==> src/rtl/sqch_pkg.sv <==
package sqch_pkg;

  typedef enum logic [2:0] {
    CMD_WRITE    = 3'd0,
    CMD_ADVANCE  = 3'd1,
    CMD_ENVELOPE = 3'd2,
    CMD_LENGTH   = 3'd3,
    CMD_SWEEP    = 3'd4
  } cmd_e;

  typedef enum logic [2:0] {
    REG_SWEEP    = 3'd0,
    REG_LEN_DUTY = 3'd1,
    REG_VOL_ENV  = 3'd2,
    REG_PER_LO   = 3'd3,
    REG_PER_HI   = 3'd4
  } reg_e;

  localparam logic [11:0] PERIOD_LIMIT = 12'h7FF;
  localparam logic [11:0] PERIOD_BASE  = 12'd2048;
  localparam logic [6:0]  LENGTH_WRAP  = 7'd64;
  localparam logic [3:0]  VOL_MAX      = 4'd15;
  localparam logic [7:0]  ENV_DAC_MASK = 8'b1111_1000;
  localparam logic [7:0]  SWEEP_PACE_MASK = 8'b0111_0000;

  typedef struct packed {
    logic [2:0] command;
    logic [2:0] reg_offset;
    logic [7:0] write_data;
    logic [7:0] cycles;
  } item_t;

  typedef struct packed {
    logic [3:0] sample;
    logic       channel_on;
    logic [2:0] duty_step;
  } result_t;

  // Standard duty patterns, step 0 is the MSB.
  function automatic logic duty_bit(logic [1:0] sel, logic [2:0] pos);
    logic [7:0] pat;
    unique case (sel)
      2'd0: pat = 8'h80;
      2'd1: pat = 8'h81;
      2'd2: pat = 8'hE1;
      default: pat = 8'h7E;
    endcase
    return pat[3'd7 - pos];
  endfunction

  // (2048 - period) * 4, range 4..8192
  function automatic logic [13:0] period_value(logic [10:0] raw);
    logic [11:0] diff;
    diff = PERIOD_BASE - {1'b0, raw};
    return {diff, 2'b00};
  endfunction

endpackage

==> src/rtl/sqch_if.sv <==
interface sqch_in_if;
  logic       valid;
  logic       ready;
  logic [2:0] command;
  logic [2:0] reg_offset;
  logic [7:0] write_data;
  logic [7:0] cycles;
  modport source (output valid, command, reg_offset, write_data, cycles, input ready);
  modport sink   (input valid, command, reg_offset, write_data, cycles, output ready);
endinterface

interface sqch_out_if;
  logic       valid;
  logic       ready;
  logic [3:0] sample;
  logic       channel_on;
  logic [2:0] duty_step;
  modport source (output valid, sample, channel_on, duty_step, input ready);
  modport sink   (input valid, sample, channel_on, duty_step, output ready);
endinterface

interface sqch_cfg_if;
  logic valid;
  logic ready;
  logic has_sweep;
  modport source (output valid, has_sweep, input ready);
  modport sink   (input valid, has_sweep, output ready);
endinterface

==> src/rtl/sqch_core.sv <==
module sqch_core
  import sqch_pkg::*;
(
  input  logic    clk_i,
  input  logic    rst_ni,
  input  logic    accept_i,
  input  item_t   item_i,
  input  logic    has_sweep_i,
  output result_t result_o
);

  logic [7:0]  sweep_reg_q, sweep_reg_d;
  logic [7:0]  len_duty_q, len_duty_d;
  logic [7:0]  vol_env_q, vol_env_d;
  logic [7:0]  per_lo_q, per_lo_d;
  logic [7:0]  per_hi_q, per_hi_d;
  logic        enabled_q, enabled_d;
  logic [2:0]  duty_pos_q, duty_pos_d;
  logic signed [15:0] countdown_q, countdown_d;
  logic [3:0]  volume_q, volume_d;
  logic        env_active_q, env_active_d;
  logic [3:0]  env_count_q, env_count_d;
  logic [5:0]  length_q, length_d;
  logic [2:0]  sweep_pace_q, sweep_pace_d;
  logic [2:0]  sweep_count_q, sweep_count_d;

  logic [10:0] raw_period;
  logic [13:0] pval;
  logic signed [17:0] adv_sub, adv_sum;
  logic        adv_wrap;
  logic [2:0]  env_pace;
  logic [4:0]  env_cnt;
  logic [4:0]  env_rem;
  logic [6:0]  len_next;
  logic [2:0]  sw_shift;
  logic [3:0]  sw_cnt;
  logic [10:0] sw_delta;
  logic [11:0] sw_new;
  logic [2:0]  sw_init;

  assign raw_period = {per_hi_q[2:0], per_lo_q};
  assign pval       = period_value(raw_period);

  // period timer, at most one reload per advance, saturating
  assign adv_sub  = {{2{countdown_q[15]}}, countdown_q} - signed'({10'd0, item_i.cycles});
  assign adv_wrap = adv_sub[17] || (adv_sub == 18'sd0);
  assign adv_sum  = adv_wrap ? adv_sub + signed'({4'd0, pval}) : adv_sub;

  assign env_pace = vol_env_q[2:0];
  assign env_cnt  = {1'b0, env_count_q} + 5'd1;
  assign env_rem  = env_cnt - {2'd0, env_pace};

  assign len_next = {1'b0, length_q} + 7'd1;

  assign sw_shift = sweep_reg_q[2:0];
  assign sw_cnt   = {1'b0, sweep_count_q} + 4'd1;
  assign sw_delta = raw_period >> sw_shift;
  assign sw_new   = sweep_reg_q[3] ? ({1'b0, raw_period} - {1'b0, sw_delta})
                                   : ({1'b0, raw_period} + {1'b0, sw_delta});
  assign sw_init  = item_i.write_data[6:4];

  always_comb begin
    sweep_reg_d   = sweep_reg_q;
    len_duty_d    = len_duty_q;
    vol_env_d     = vol_env_q;
    per_lo_d      = per_lo_q;
    per_hi_d      = per_hi_q;
    enabled_d     = enabled_q;
    duty_pos_d    = duty_pos_q;
    countdown_d   = countdown_q;
    volume_d      = volume_q;
    env_active_d  = env_active_q;
    env_count_d   = env_count_q;
    length_d      = length_q;
    sweep_pace_d  = sweep_pace_q;
    sweep_count_d = sweep_count_q;

    if (accept_i) begin
      unique case (item_i.command)
        CMD_WRITE: begin
          unique case (item_i.reg_offset)
            REG_SWEEP: begin
              if (has_sweep_i) begin
                sweep_reg_d = item_i.write_data;
                if (sw_init == 3'd0 || sweep_pace_q == 3'd0) begin
                  sweep_pace_d = sw_init;
                end
              end
            end
            REG_LEN_DUTY: begin
              len_duty_d = item_i.write_data;
              length_d   = item_i.write_data[5:0];
            end
            REG_VOL_ENV: vol_env_d = item_i.write_data;
            REG_PER_LO:  per_lo_d  = item_i.write_data;
            REG_PER_HI: begin
              per_hi_d = item_i.write_data;
              if (item_i.write_data[7]) begin
                enabled_d    = 1'b1;
                duty_pos_d   = 3'd0;
                // trigger uses the newly written high bits
                countdown_d  = signed'({2'b00,
                                        period_value({item_i.write_data[2:0], per_lo_q})});
                volume_d     = vol_env_q[7:4];
                env_active_d = 1'b1;
                if (has_sweep_i) begin
                  sweep_pace_d = sweep_reg_q[6:4];
                end
              end
              if (item_i.write_data[6]) begin
                length_d = len_duty_q[5:0];
              end
            end
            default: ;
          endcase
        end
        CMD_ADVANCE: begin
          if (enabled_q) begin
            if (adv_wrap) begin
              duty_pos_d = duty_pos_q + 3'd1;
            end
            if (adv_sum > 18'sd32767) begin
              countdown_d = 16'sh7FFF;
            end else if (adv_sum < -18'sd32768) begin
              countdown_d = 16'sh8000;
            end else begin
              countdown_d = adv_sum[15:0];
            end
          end
        end
        CMD_ENVELOPE: begin
          if ((vol_env_q & ENV_DAC_MASK) == 8'd0) begin
            enabled_d = 1'b0;
          end else if (env_cnt < {2'd0, env_pace}) begin
            env_count_d = env_cnt[3:0];
          end else if (env_pace == 3'd0 || !env_active_q) begin
            env_count_d = 4'd0;
          end else begin
            env_count_d = env_rem[3:0];
            if (vol_env_q[3]) begin
              if (volume_q == VOL_MAX) begin
                env_active_d = 1'b0;
              end else begin
                volume_d = volume_q + 4'd1;
              end
            end else begin
              if (volume_q == 4'd0) begin
                env_active_d = 1'b0;
              end else begin
                volume_d = volume_q - 4'd1;
              end
            end
          end
        end
        CMD_LENGTH: begin
          if (per_hi_q[6]) begin
            if (len_next >= LENGTH_WRAP) begin
              length_d  = 6'd0;
              enabled_d = 1'b0;
            end else begin
              length_d = len_next[5:0];
            end
          end
        end
        CMD_SWEEP: begin
          if (has_sweep_i) begin
            if (sw_shift == 3'd0 && sweep_pace_q == 3'd0) begin
              sweep_count_d = 3'd0;
            end else if (sw_cnt < {1'b0, sweep_pace_q}) begin
              sweep_count_d = sw_cnt[2:0];
            end else begin
              sweep_pace_d  = 3'((sweep_reg_q & SWEEP_PACE_MASK) >> 4);
              sweep_count_d = 3'd0;
              if (sw_new > PERIOD_LIMIT) begin
                enabled_d = 1'b0;
              end else begin
                per_hi_d = {per_hi_q[7:3], sw_new[10:8]};
                per_lo_d = sw_new[7:0];
              end
            end
          end
        end
        default: ;
      endcase
    end
  end

  always_ff @(posedge clk_i or negedge rst_ni) begin
    if (!rst_ni) begin
      sweep_reg_q   <= '0;
      len_duty_q    <= '0;
      vol_env_q     <= '0;
      per_lo_q      <= '0;
      per_hi_q      <= '0;
      enabled_q     <= 1'b0;
      duty_pos_q    <= '0;
      countdown_q   <= '0;
      volume_q      <= '0;
      env_active_q  <= 1'b0;
      env_count_q   <= '0;
      length_q      <= '0;
      sweep_pace_q  <= '0;
      sweep_count_q <= '0;
    end else begin
      sweep_reg_q   <= sweep_reg_d;
      len_duty_q    <= len_duty_d;
      vol_env_q     <= vol_env_d;
      per_lo_q      <= per_lo_d;
      per_hi_q      <= per_hi_d;
      enabled_q     <= enabled_d;
      duty_pos_q    <= duty_pos_d;
      countdown_q   <= countdown_d;
      volume_q      <= volume_d;
      env_active_q  <= env_active_d;
      env_count_q   <= env_count_d;
      length_q      <= length_d;
      sweep_pace_q  <= sweep_pace_d;
      sweep_count_q <= sweep_count_d;
    end
  end

  // result reflects the state after this item
  assign result_o.sample     = (enabled_d && duty_bit(len_duty_d[7:6], duty_pos_d)) ?
                               volume_d : 4'd0;
  assign result_o.channel_on = enabled_d;
  assign result_o.duty_step  = duty_pos_d;

endmodule

==> src/rtl/square_wave_sound_channel_unit.sv <==
// Channel  | Dir | Payload                                   | Handshake
// in_i     | in  | command, reg_offset, write_data, cycles   | valid/ready
// out_o    | out | sample, channel_on, duty_step             | valid/ready
// cfg_i    | in  | has_sweep                                 | valid/ready, ready tied high
//
// One item per clock while in_i.ready is high. Each accepted item updates the
// channel state, and its result is written to the output register at the same edge.
// in_i.ready drops only while a result sits in the output register and
// out_o.ready is low; a result taken in the same cycle frees the slot.
// Reset: channel off, all registers but the output payload zero, has_sweep set.
module square_wave_sound_channel_unit
  import sqch_pkg::*;
(
  input  logic       clk_i,
  input  logic       rst_ni,
  sqch_in_if.sink    in_i,
  sqch_out_if.source out_o,
  sqch_cfg_if.sink   cfg_i
);

  logic    has_sweep_q;
  logic    accept;
  item_t   item;
  result_t result;
  result_t result_q;
  logic    out_valid_q;

  // config register; the user must write it only while idle, the block does not enforce this
  assign cfg_i.ready = 1'b1;

  always_ff @(posedge clk_i or negedge rst_ni) begin
    if (!rst_ni) begin
      has_sweep_q <= 1'b1;
    end else if (cfg_i.valid) begin
      has_sweep_q <= cfg_i.has_sweep;
    end
  end

  // output slot is free or being drained this cycle
  assign in_i.ready = !out_valid_q || out_o.ready;
  assign accept     = in_i.valid && in_i.ready;

  assign item.command    = in_i.command;
  assign item.reg_offset = in_i.reg_offset;
  assign item.write_data = in_i.write_data;
  assign item.cycles     = in_i.cycles;

  sqch_core u_core (
    .clk_i       (clk_i),
    .rst_ni      (rst_ni),
    .accept_i    (accept),
    .item_i      (item),
    .has_sweep_i (has_sweep_q),
    .result_o    (result)
  );

  always_ff @(posedge clk_i or negedge rst_ni) begin
    if (!rst_ni) begin
      out_valid_q <= 1'b0;
    end else if (accept) begin
      out_valid_q <= 1'b1;
    end else if (out_o.ready) begin
      out_valid_q <= 1'b0;
    end
  end

  // payload, no reset needed
  always_ff @(posedge clk_i) begin
    if (accept) begin
      result_q <= result;
    end
  end

  assign out_o.valid      = out_valid_q;
  assign out_o.sample     = result_q.sample;
  assign out_o.channel_on = result_q.channel_on;
  assign out_o.duty_step  = result_q.duty_step;

endmodule

==> src/flat_wrapper.sv <==
// flat-port wrapper written by rule: the top's interface ports become plain ports
module square_wave_sound_channel_unit_flat import sqch_pkg::*;
  (clk_i, rst_ni, in_i_valid, in_i_command, in_i_reg_offset, in_i_write_data, in_i_cycles, in_i_ready, out_o_valid, out_o_sample, out_o_channel_on, out_o_duty_step, out_o_ready, cfg_i_valid, cfg_i_has_sweep, cfg_i_ready);
  sqch_in_if in_i_i ();
  sqch_out_if out_o_i ();
  sqch_cfg_if cfg_i_i ();
  input  logic clk_i;
  input  logic rst_ni;
  input wire logic [$bits(in_i_i.valid)-1:0] in_i_valid;
  input wire logic [$bits(in_i_i.command)-1:0] in_i_command;
  input wire logic [$bits(in_i_i.reg_offset)-1:0] in_i_reg_offset;
  input wire logic [$bits(in_i_i.write_data)-1:0] in_i_write_data;
  input wire logic [$bits(in_i_i.cycles)-1:0] in_i_cycles;
  output wire logic [$bits(in_i_i.ready)-1:0] in_i_ready;
  output wire logic [$bits(out_o_i.valid)-1:0] out_o_valid;
  output wire logic [$bits(out_o_i.sample)-1:0] out_o_sample;
  output wire logic [$bits(out_o_i.channel_on)-1:0] out_o_channel_on;
  output wire logic [$bits(out_o_i.duty_step)-1:0] out_o_duty_step;
  input wire logic [$bits(out_o_i.ready)-1:0] out_o_ready;
  input wire logic [$bits(cfg_i_i.valid)-1:0] cfg_i_valid;
  input wire logic [$bits(cfg_i_i.has_sweep)-1:0] cfg_i_has_sweep;
  output wire logic [$bits(cfg_i_i.ready)-1:0] cfg_i_ready;
  assign in_i_i.valid = in_i_valid;
  assign in_i_i.command = in_i_command;
  assign in_i_i.reg_offset = in_i_reg_offset;
  assign in_i_i.write_data = in_i_write_data;
  assign in_i_i.cycles = in_i_cycles;
  assign in_i_ready = in_i_i.ready;
  assign out_o_valid = out_o_i.valid;
  assign out_o_sample = out_o_i.sample;
  assign out_o_channel_on = out_o_i.channel_on;
  assign out_o_duty_step = out_o_i.duty_step;
  assign out_o_i.ready = out_o_ready;
  assign cfg_i_i.valid = cfg_i_valid;
  assign cfg_i_i.has_sweep = cfg_i_has_sweep;
  assign cfg_i_ready = cfg_i_i.ready;
  square_wave_sound_channel_unit u_core (.clk_i(clk_i), .rst_ni(rst_ni), .in_i(in_i_i), .out_o(out_o_i), .cfg_i(cfg_i_i));
endmodule
==> config.mk <==
export PLATFORM = sky130hd
export DESIGN_NAME = square_wave_sound_channel_unit_flat
export DESIGN_NICKNAME = d
export VERILOG_FILES = /design/src/rtl/sqch_pkg.sv /design/src/rtl/sqch_if.sv /design/src/rtl/sqch_core.sv /design/src/rtl/square_wave_sound_channel_unit.sv /design/src/flat_wrapper.sv
export SDC_FILE = /design/constraint.sdc
export NUM_CORES = 1
export LEC_CHECK = 0
export BUFFER_PORTS_ARGS = -buffer_cell sky130_fd_sc_hd__buf_2
export CORE_UTILIZATION = 59
export DETAILED_ROUTE_END_ITERATION = 16
export PLACE_DENSITY = 0.77
export SKIP_CTS_REPAIR_TIMING = 1
export SYNTH_ARGS = -nofsm -noshare
export SYNTH_HDL_FRONTEND = slang
export SYNTH_HIERARCHICAL = 1
export SYNTH_SLANG_ARGS = --single-unit
==> constraint.sdc <==
create_clock -name clk_i -period 7.42 [get_ports clk_i]
set_input_delay 0.371 -clock clk_i [delete_from_list [all_inputs] [get_ports clk_i]]
set_output_delay 0.371 -clock clk_i [all_outputs]
set_load 0.01 [all_outputs]
==> results of run 1 <==
==> area by class of cell <==
| cell class | instances | area [µm²] | share of cell area, % |
|---|---|---|---|
| clock inverter | 7 | 55.1 | 0.684 |
| tap | 168 | 210 | 2.61 |
| timing repair buffer | 39 | 203 | 2.52 |
| sequential | 86 | 2190 | 27.2 |
| multi-input combinational | 722 | 4990 | 62.0 |
| inverter | 46 | 173 | 2.14 |
| clock buffer | 9 | 225 | 2.80 |
==> logic make-up after synthesis <==
| group | after synthesis |
|---|---|
| multiplexers | 51 |
| AND/OR/NAND/NOR | 301 |
| flip-flops | 86 |
| other | 1 |
| AO/OA/AOI/OAI | 273 |
| XOR/XNOR | 46 |
| buffers and inverters | 89 |
| adder cells (fa/ha/maj) | 50 |
==> path summary, 6_finish.rpt <==
path	to	from	cells after the start
worst min-delay path	u_core/u_core/countdown_q[2]$_DFFE_PN0P_	rst_ni	1
min in group clk_i	u_core/out_o.valid$_DFFE_PN0P_	in_i_valid	2
max in group asynchronous	u_core/u_core/len_duty_q[1]$_DFFE_PN0P_	rst_ni	1
worst min register to register	u_core/u_core/countdown_q[0]$_DFFE_PN0P_	u_core/u_core/countdown_q[0]$_DFFE_PN0P_	2
worst max-delay path	u_core/out_o.sample[1]$_DFFE_PP_	u_core/u_core/sweep_reg_q[1]$_DFFE_PN0P_	20
worst max register to register	u_core/out_o.sample[1]$_DFFE_PP_	u_core/u_core/sweep_reg_q[1]$_DFFE_PN0P_	20
==> synthesized netlist by cell type, types with 13 or more instances <==
cell	instances	share of area, %
mux2i_1	13	1.7
o22ai_1	15	1.2
nand3_1	21	1.4
dfrtp_1	77	26
nand2b_1	16	1.3
a21o_1	18	1.8
nor3_1	15	1.0
a21oi_1	55	3.7
o21ai_1	17	1.1
clkbuf_1	37	1.8
nor3b_1	13	1.3
or3_1	13	1.1
nor2_1	66	3.3
o21ai_0	63	4.2
mux2_2	30	4.5
xor2_1	26	3.0
nand2_1	104	5.2
ha_1	46	7.6
a31oi_1	14	1.2
xnor2_1	20	2.3
inv_1	45	2.2
==> sequential cells by signal, indices dropped and copies added (netlist names) <==
signal and count:
u_core/u_core/length_q 6, u_core/out_o.channel_on 1, u_core/u_core/per_hi_q 4, u_core/u_core/countdown_q 16, u_core/u_core/vol_env_q 8, u_core/u_core/len_duty_q 8, u_core/out_o.duty_step 3, u_core/u_core/env_count_q 4
u_core/out_o.sample 4, u_core/has_sweep_q 1, u_core/u_core/volume_q 4, u_core/out_o.valid 1, u_core/u_core/sweep_pace_q 3, u_core/u_core/duty_pos_q 3, u_core/u_core/sweep_reg_q 7, u_core/u_core/per_lo_q 8
u_core/u_core/env_active_q 1, u_core/u_core/enabled_q 1, u_core/u_core/sweep_count_q 3
==> metrics by stage <==
step	hold slack, ps	util (%)
5_1_grt	234	65.9
3_5_place_dp	476	63.6
6_report	190	65.9
2_1_floorplan	75.4	-
3_3_place_gp	467	63.6
4_1_cts	228	65.9
==> where the power goes <==
part | internal, mW | total (mW) | leakage [nW] | switching, mW
Combinational | 0.948 | 2.24 | 2.33 | 1.29
Clock | 0.231 | 0.433 | 0.135 | 0.202
Sequential | 0.567 | 0.706 | 1.10 | 0.139
Total | 1.75 | 3.38 | 3.57 | 1.64
==> per-layer routing <==
metal / vias up / share of wire (%) / global-route usage (%)
li1: 3303 / - / -
met5: - / 0 / 0
met3: 48 / 5.5 / 3.48
met1: 3240 / 44 / 39.5
met2: 245 / 48 / 50.2
met4: 0 / 2.7 / 12.9
==> out/qor.txt, run 1 <==
Post-Synth Simple-Gate Area -> 20.0%
CP Launch Type -> flop
Worst Setup Path Type -> flop to flop
io pins -> 39
Clock Sink Count -> 86
total power -> 3.38 mW
CP Cell Sequence -> mux4_2, mux2i_1, ha_1, nand3_1, nor3b_1, and2_0, a21oi_1, a21oi_1, o22a_1, ha_1, a21o_1, a21oi_1, nor2b_1, a311oi_1, inv_1, o21ai_0, a21oi_1, o21ai_0, o31ai_2, nor3b_1
DPL Wire Length -> 14.0 mm
most frequent cells in the layout -> nand2_1, dfrtp_1, nor2_1
Non-Filler Instances -> 1077
Slew Viols, Final -> 0
# DRC -> 0
row count -> 40
complex-gate fraction of the synthesized area -> 23.7%
Die Y -> 115 µm
Post-Synth XOR/XNOR Area -> 5.34%
leakage power -> 3.57 nW
fin crit period -> 5550 ps
ANT nets after route -> 0
number of global-route vias before repair -> 6531
placed cell count -> 1061
Yosys cell types -> 87
Layout fillers -> 1067
Post-Synth Adder-Cell Area -> 8.70%
Final period util -> 74.8%
VDD IR max -> 0.000198 V
Area Growth Syn to Fin -> 6.80%
CTS H-tree lvls -> 3
die area -> 13200 µm²
first-pass GRT wire length -> 31.2 mm
CP Max Fanout -> 22
Slew @ Worst Pin -> 1180 ps
DR vias -> 6836
gr usage total -> 30.0%
max-cap violations -> 0
critical path's slowest cell -> dfrtp_1
register area share after synthesis -> 29.1%
mux share of post-synthesis cell area -> 8.50%
layout cell share with drive strength beyond 1 -> 13.0%
unrepaired setup endpoints after global routing -> no
Synth Flop Type -> dfrtp_1
number of synthesized flops with an enable pin -> 8
GPL Wtd Cong -> 0.975
CTS tree -> done
Clk Latency, worst-skew pair -> 350 ps
CP dominant cell by count -> a21oi_1
maximum clock frequency -> 180 MHz
Rel. slew slack -> 20.4%
final hold vios -> 0
Clk Tree Root Cell -> clkbuf_16
buffer levels on the longest clock path -> 2
PortBufs -> 37
Hold/Removal Path Class -> input port to asynchronous set/reset pin
CTS Buf Count -> 9
starting DRC count in detailed routing -> 510
WP data required -> 7590 ps
Core Area -> 12200 µm²
status -> finished clean
DRT Pass-1 Iters -> 6
reg-to-reg slack, setup -> 1870 ps
final wirelength -> 18.8 mm
GRT Residual Overflow -> 0
clk slew on worst S/H paths -> 70 ps
Power Density -> 420 nW/µm²
Post-Place Cell Area -> 7770 µm²
Worst EP arrival -> 5720 ps
Yosys Warn Count -> 6
drt wl/cell -> 17.5 µm
final worst clock skew -> 6.05 ps
die width -> 115 µm
Yosys reg bits -> 86
nets@finish -> 982
initial antenna violation count -> 0
Synth async-reset ratio -> 90.7%
largest net degree at the start of global routing -> 79
most common cell after layout, fill and taps aside -> nand2_1
post-synthesis area per instance -> 8.40 µm²
post-route cell area -> 8050 µm²
Setup crit end kind -> flop
Syn Nets -> 975
Cells after Synth -> 897
vias per cell -> 6.35
Mapped Area -> 7540 µm²
crit-path max cell delay -> 840 ps
ANT cells -> 0
Fin Setup TNS -> 0 ps
final setup margin -> 1870 ps
effective utilization at floorplan -> 61.7%
DP Worst Slack -> 2010 ps
setup violation total in the final timing report -> 0
worst path bufs/invs -> 1
CP top delay family -> compound AO/OA/AOI/OAI gates
largest family of logic cells by synthesized area -> compound AO/OA/AOI/OAI gates
Note: power is estimated with default switching activity, not from simulation.
==> run 2, diff against run 1 <==
--- a/config.mk
+++ b/config.mk
@@ -6,9 +6,9 @@
 export NUM_CORES = 1
 export LEC_CHECK = 0
 export BUFFER_PORTS_ARGS = -buffer_cell sky130_fd_sc_hd__buf_2
-export CORE_UTILIZATION = 59
+export CORE_UTILIZATION = 57
 export DETAILED_ROUTE_END_ITERATION = 16
-export PLACE_DENSITY = 0.77
+export PLACE_DENSITY = 0.78
 export SKIP_CTS_REPAIR_TIMING = 1
 export SYNTH_ARGS = -nofsm -noshare
 export SYNTH_HDL_FRONTEND = slang
==> constraint.sdc (replaced) <==
create_clock -name clk_i -period 4.87 [get_ports clk_i]
set_input_delay 0.2435 -clock clk_i [delete_from_list [all_inputs] [get_ports clk_i]]
set_output_delay 0.2435 -clock clk_i [all_outputs]
set_load 0.01 [all_outputs]
==> out/qor.txt, run 2 (synthesis gave the netlist of run 1 again) <==
# DRC -> 0
Clock Sink Count -> 86
DPL Wire Length -> 13.8 mm
layout cell share with drive strength beyond 1 -> 16.3%
WP data required -> 5100 ps
Setup crit end kind -> flop
buffer levels on the longest clock path -> 2
most common cell after layout, fill and taps aside -> nand2_1
Slew Viols, Final -> 0
flip-flop count of the largest register after layout -> 16
Die Y -> 117 µm
die width -> 117 µm
reg-to-reg slack, setup -> 300 ps
drt wl/cell -> 17.0 µm
gr usage total -> 29.4%
Final period util -> 93.9%
maximum clock frequency -> 219 MHz
final hold vios -> 0
largest net degree at the start of global routing -> 79
VDD IR max -> 0.000286 V
initial antenna violation count -> 0
Area Growth Syn to Fin -> 10.2%
Core Area -> 12800 µm²
placed cell count -> 1092
final worst clock skew -> 10.7 ps
CTS Buf Count -> 9
CTS H-tree lvls -> 3
io pins -> 39
die area -> 13700 µm²
PortBufs -> 37
fin crit period -> 4570 ps
status -> finished clean
Top reg by flops -> u_core/u_core/countdown_q
Worst EP arrival -> 4800 ps
max-cap violations -> 0
vias per cell -> 6.13
row count -> 41
Worst Setup Path Type -> flop to flop
nets@finish -> 1010
CP Max Fanout -> 8
most frequent cells in the layout -> nand2_1, dfrtp_1, nor2_1
ANT cells -> 0
Clk Tree Root Cell -> clkbuf_16
DR vias -> 6793
DRT Pass-1 Iters -> 5
Post-Place Cell Area -> 7980 µm²
Power Density -> 640 nW/µm²
leakage power -> 3.71 nW
setup violation total in the final timing report -> 0
Clk Latency, worst-skew pair -> 360 ps
number of global-route vias before repair -> 6340
post-route cell area -> 8310 µm²
Non-Filler Instances -> 1109
Rel. slew slack -> 17.4%
effective utilization at floorplan -> 59.0%
starting DRC count in detailed routing -> 490
final wirelength -> 18.9 mm
clk slew on worst S/H paths -> 60 ps
GPL Wtd Cong -> 0.926
ANT nets after route -> 0
GRT Residual Overflow -> 0
first-pass GRT wire length -> 31.1 mm
Slew @ Worst Pin -> 1230 ps
Hold/Removal Path Class -> input port to asynchronous set/reset pin
CP Launch Type -> flop
CTS tree -> done
## run 2: changes by cell type in the layout (fill, tap and decap cells not counted), sizes merged
cell      previous run  this run
clkinvlp             2         1
inv                 49        48
buf                 39        67
clkbuf               9        11
## run 2: path summary, 6_finish.rpt
path,from,depth (start not counted),end
min in group clk_i,in_i_valid,2,u_core/out_o.valid$_DFFE_PN0P_
max,u_core/u_core/countdown_q[1]$_DFFE_PN0P_,16,u_core/u_core/countdown_q[12]$_DFFE_PN0P_
max reg2reg,u_core/u_core/countdown_q[1]$_DFFE_PN0P_,16,u_core/u_core/countdown_q[12]$_DFFE_PN0P_
min,rst_ni,1,u_core/u_core/countdown_q[3]$_DFFE_PN0P_
max in group asynchronous,rst_ni,1,u_core/u_core/sweep_reg_q[0]$_DFFE_PN0P_
min reg2reg,u_core/u_core/countdown_q[0]$_DFFE_PN0P_,2,u_core/u_core/countdown_q[0]$_DFFE_PN0P_
## run 2: power by group
group	total [mW]	switching (mW)	internal, mW	leakage [nW]
registers	1.02	0.152	0.865	1.10
clock network	0.672	0.307	0.365	0.137
logic	3.63	2.07	1.56	2.47
## run 2: final cells by class
type	count	area [µm²]
Tap cell	172	215
Clock inverter	5	40.0
Fill cell	1095	4470
Inverter	46	173
Multi-Input combinational cell	722	5030
Timing Repair Buffer	67	413
Clock buffer	11	243
Sequential cell	86	2200
## run 2: critical path: stages, from the launching register on
cell,delay [ps]
dfrtp_1,410
ha_1,280
nor2b_1,160
o31a_1,360
nor2_1,430
ha_1,310
a21o_1,170
a21o_1,200
a2111oi_1,510
o21ai_0,180
a21oi_1,260
a22o_1,230
o21ai_0,160
a211oi_2,260
nor2_1,160
a22oi_1,270
o21ai_1,90
## run 2: metal layers
| metal | vias to the layer above | global-route usage, % | part of all wire, % |
|---|---|---|---|
| met5 | - | 0 | 0 |
| met4 | 0 | 12.2 | 2.4 |
| met3 | 33 | 4.17 | 5.7 |
| met2 | 208 | 48.1 | 48 |
| met1 | 3208 | 39.2 | 44 |
| li1 | 3344 | - | - |
## run 2: per-stage QoR
stage	total power, mW	setup WS [ps]	hold slack (ps)	utilization, %	setup TNS [ps]
final	5.32	299	46.6	65.0	0
after global routing	5.76	-12.2	107	65.0	-23.7
after CTS	5.26	-86.2	78.7	64.7	-243
after detailed placement	4.55	-65.4	446	62.5	-119
after global placement	4.47	173	444	62.5	0
after floorplan	3.76	66.4	-52.1	-	0
